### config.mk
export PLATFORM = sky130hd
export DESIGN_NAME = spr_ram
export DESIGN_NICKNAME = d
export VERILOG_FILES = /design/src/rtl/core/spr_pkg.sv /design/src/rtl/core/spr_ram.sv
export SDC_FILE = /design/constraint.sdc
export NUM_CORES = 2
export LEC_CHECK = 0
export BUFFER_PORTS_ARGS = -buffer_cell sky130_fd_sc_hd__buf_2
export CORE_MARGIN = 2
export CORE_UTILIZATION = 45
export DETAILED_ROUTE_END_ITERATION = 8
export GPL_TIMING_DRIVEN = 0
export SYNTH_ARGS = -nofsm -noshare
export SYNTH_HDL_FRONTEND = slang
export SYNTH_SLANG_ARGS = --single-unit
### constraint.sdc
create_clock -name clk -period 2.5 [get_ports clk]
set_input_delay 0.125 -clock clk [delete_from_list [all_inputs] [get_ports clk]]
set_output_delay 0.125 -clock clk [all_outputs]
set_load 0.1 [all_outputs]
### src/rtl/core/spr_pkg.sv
// Shared types, field widths and parameter defaults for the slotted page record store.
package spr_pkg;

    // Field widths of the request and response channels
    localparam int REQ_TYPE_W   = 2;
    localparam int SLOT_INDEX_W = 8;
    localparam int ROW_LEN_W    = 13;
    localparam int BYTE_POS_W   = 12;
    localparam int DATA_W       = 8;
    localparam int STATUS_W     = 3;
    localparam int SLOT_ID_W    = 9;

    // Streaming byte position saturates at the top of its range
    localparam int PROGRESS_MAX = (1 << ROW_LEN_W) - 1;

    // Parameter defaults
    localparam int DEF_PAGE_SIZE    = 4096;
    localparam int DEF_MAX_ROW      = 4096;
    localparam int DEF_SLOT_BYTES   = 8;
    localparam int DEF_HEADER_BYTES = 16;
    localparam int DEF_MAX_SLOTS    = 256;

    typedef enum logic [REQ_TYPE_W-1:0] {
        REQ_INSERT,
        REQ_UPDATE,
        REQ_DELETE,
        REQ_READ
    } req_type_t;

    typedef enum logic [STATUS_W-1:0] {
        ST_OK,
        ST_EMPTY,
        ST_TOO_LARGE,
        ST_PAGE_FULL,
        ST_RELOCATE,
        ST_DELETED,
        ST_BAD_INDEX
    } status_t;

    typedef enum logic [1:0] {
        FSM_IDLE,
        FSM_EXEC,
        FSM_EMIT
    } fsm_t;

    function automatic int max_int(input int a, input int b);
        return (a > b) ? a : b;
    endfunction

endpackage

### src/rtl/core/spr_ram.sv
// Synchronous RAM with one write port and one registered read port.
module spr_ram import spr_pkg::*; #(
    parameter int DEPTH = DEF_MAX_SLOTS,
    parameter int WIDTH = 8,
    parameter int AW    = (DEPTH > 1) ? $clog2(DEPTH) : 1
) (
    input  logic             clk,
    input  logic             we,
    input  logic [AW-1:0]    waddr,
    input  logic [WIDTH-1:0] wdata,
    input  logic             re,
    input  logic [AW-1:0]    raddr,
    output logic [WIDTH-1:0] rdata
);

    logic [WIDTH-1:0] mem [DEPTH];
    logic [WIDTH-1:0] rdata_reg;

    // Write the entry
    always_ff @(posedge clk)
    begin
        if (we)
        begin
            mem[waddr] <= wdata;
        end
    end

    // Register the read data; hold it between reads
    always_ff @(posedge clk)
    begin
        if (re)
        begin
            rdata_reg <= mem[raddr];
        end
    end

    assign rdata = rdata_reg;

endmodule

==> results.md <==
- Vias: about 42,000
- Fin crit period: about 2.9 ns
- Clock latency on the worst-skew pair: between 0.8 and 0.9 ns
- Vias in the first global route: around 40,000
- Critical path's most frequent cell: buf_2
- MaxCap Viol Count: 0
- Final setup vio count: around 210
- Pre-antenna DRT Iters: 8
- Vert. Die Dim: approximately 420 um
- Max reg flops: between 2,000 and 2,500
- WP data required: 3.06 ns
- CTS HTree Levels: 4
- Post-synthesis sequential area ratio: between 70% and 80%
- Crit-path leading delay family: buffers and inverters
- Share of layout cells above drive strength 1: slightly below 30%
- Gr ovfl total: 0
- WS Path Type: input pin to register
- Syn nets: ~3,800
- Hold Vio Cnt, Final: 0
- Most frequent cells in the layout: edfxtp_1, mux4_2, clkbuf_16
- # IOs: 35
- Final critical-path setup slack: -0.362 ns
- CP max-delay cell: a21oi_1
- Initial core utilization: a little under half
- Placer Congestion: ~0.95
- First-pass GRT wire length: 331,000 um
- PortBufs: 27
- Residual DRC: 0
- Num CTS Buffers: just over 200
- HP Class: input pin to register
- Rel. slew slack: 4.79%
- Largest net degree at the start of global routing: between 150 and 200
- Die width: between 400 and 500 um
- Yosys reg bits: 2,056
- WL/cell: between 30 and 40 um
- Final #Nets: just over 4,000
- RSZ-0062 raised after global routing: true
- Clk sinks: roughly 2,000
- Max Slew Vio Count: 0
- Total track usage: a little over a quarter
- Initial drt markers: just over 6,000
- Synth Area per Inst: about 21 um2
- Crit. End Element: register
- Reg2reg setup slack: -0.22 ns
- Fillers: roughly 14,000
- CP max stage delay: ~0.63 ns
- WP buf/inv: 4
- Utilization after layout: between 50% and 60%
- Violated checks: negative setup slack
- Maximum vdd drop: about 0.75 mV
- YS warnings: 0
- Mapped cell area: between 0.07 and 0.08 mm2
- Max clock buf depth: 3
- Setup_tns: -9.66 ns
- Most common cell after layout, fill and taps aside: edfxtp_1
- Placeable Area: 0.176 mm2
- Critical path, cell by cell: buf_2 > buf_2 > nor2b_1 > buf_1 > clkbuf_4 > a22oi_1 > a21oi_1 > nor4_1 > nor4_4
- Synth cell types: 54
- Site Rows: around 150
- Max Fclk: between 0.3 and 0.4 GHz
- Status: finished with violations
- Leak pwr: 0.0281 uW
- CTS Root Cell: clkbuf_16
- Setup Skew: 0.0299 ns
- Worst slew pin tran: approximately 1.4 ns
- CTS tree: yes
- Routed Wire Length: around 240,000 um
- Clock transition at the registers of the reported paths: roughly 0.060 ns
- Hpwl dp: approximately 160,000 um
- Mapped Cells: 3,733
- Initial antenna violation count: 14
- Die Area: roughly 0.18 mm2
- Routed Antenna Nets: 0
- Synth-to-Final Area Change: 14.8%
- Startpoint Class: input pin
- Tcrit/Tclk final: 114%
- Drt via density: between 6 and 7
- Crit path arrival time: about 3.4 ns
- Power per cell area: about 790 mW/mm2
- CP max FO: 10
==> routing by layer <==
metal	part of all wire [%]	global-route usage (%)	vias up	wire length, um
met2	46	40.8	2572	112000
met3	12	8.12	502	28300
met1	38	36.4	22110	92100
met5	0.014	0	-	34
li1	-	-	16358	-
met4	4.9	12.0	6	11900
==> synthesized netlist by cell type, drive strengths merged <==
| master | count | area share (%) |
|---|---|---|
| edfxtp | 2056 | 78 |
| mux4 | 456 | 13 |
| nor2 | 282 | 1.3 |
| mux2i | 134 | 1.7 |
| a22oi | 133 | 1.3 |
| buf | 122 | 1.3 |
| clkbuf | 111 | 0.52 |
| a21oi | 96 | 0.60 |
| o221ai | 47 | 0.52 |
| nand3 | 34 | 0.21 |
| nand2 | 33 | 0.16 |
| nor2b | 31 | 0.24 |
| o22ai | 28 | 0.22 |
| nor4 | 27 | 0.24 |
| nor3 | 22 | 0.14 |
| a211oi | 16 | 0.15 |
| a221oi | 14 | 0.16 |
| o21ai | 12 | 0.075 |
| nand4 | 10 | 0.079 |
| o211ai | 10 | 0.094 |
| a22o | 8 | 0.088 |
| nand2b | 8 | 0.063 |
| and2 | 6 | 0.047 |
| a2111oi | 5 | 0.066 |
| o22a | 5 | 0.055 |
| o32ai | 5 | 0.064 |
| or2 | 4 | 0.031 |
| a311oi | 2 | 0.022 |
| a31oi | 2 | 0.016 |
| and3b | 2 | 0.022 |
| nand3b | 2 | 0.019 |
| a21boi | 1 | 0.0094 |
| and3 | 1 | 0.0079 |
| clkinv | 1 | 0.0047 |
| inv | 1 | 0.0047 |
| mux2 | 1 | 0.014 |
| nor3b | 1 | 0.0094 |
| nor4b | 1 | 0.011 |
| o311ai | 1 | 0.011 |
| or2b | 1 | 0.0094 |
| or3b | 1 | 0.011 |
==> cell families (layout without fill, tap and decap cells) <==
kind of cell | after synthesis | count (layout) | share of synthesized area (%)
buffers and inverters | 235 | 697 | 1.83
AND/OR/NAND/NOR | 466 | 466 | 2.63
flip-flops | 2056 | 2056 | 77.5
AO/OA/AOI/OAI | 385 | 385 | 3.42
multiplexers | 591 | 591 | 14.6
other | 0 | 4 | 0
==> worst paths after layout <==
kind / startpoint / end / depth (start not counted)
setup / recovery: raddr[3] / rdata[6] / 9
hold / removal: re / rdata[0] / 2
setup reg to reg: mem[83][6] / rdata[6] / 6
hold reg to reg: mem[104][2] / rdata[2] / 6
==> where the power goes <==
group / switching [uW] / internal [uW] / leakage [uW]
combinational: 3150 / 1370 / 0.00652
sequential: 19.0 / 38000 / 0.0185
clock: 12900 / 16600 / 0.00309
total: 16100 / 56000 / 0.0281
==> layout make-up <==
class                           instances  area (um2)  share of cell area, %
Buffer                                231        1720                   1.88
Timing Repair Buffer                   97        1040                   1.14
Antenna cell                            4        10.0                 0.0109
Inverter                                2        7.51                0.00821
Tap cell                             2340        2930                   3.20
Clock buffer                          247        5370                   5.87
Sequential cell                      2056       61700                   67.5
Clock inverter                        120         936                   1.02
Multi-Input combinational cell       1442       17700                   19.4
==> through the flow <==
stage / power [uW] / setup slack (ns) / hold slack (ns) / instances / cell area [um2]
floorplan: 40700 / 0.299 / 0.224 / 3733 / 79600
global placement: 42900 / -2.96 / 0.475 / 6100 / 82700
detailed placement: 42900 / -2.65 / 0.492 / 6117 / 83200
CTS: 72100 / -0.190 / 0.118 / 6530 / 91000
global route: 73600 / -0.286 / 0.195 / 6536 / 91500
finish: 72100 / -0.362 / 0.179 / 6539 / 91500
==> repair_timing <==
item,in CTS,in global routing
hold buffers,9,0
pin swaps,37,18
setup buffers,40,4
endpoints found under the hold margin,798,0
resized for setup,329,111
endpoints found under the setup margin,950,910
Note: power is estimated with default switching activity, not from simulation.
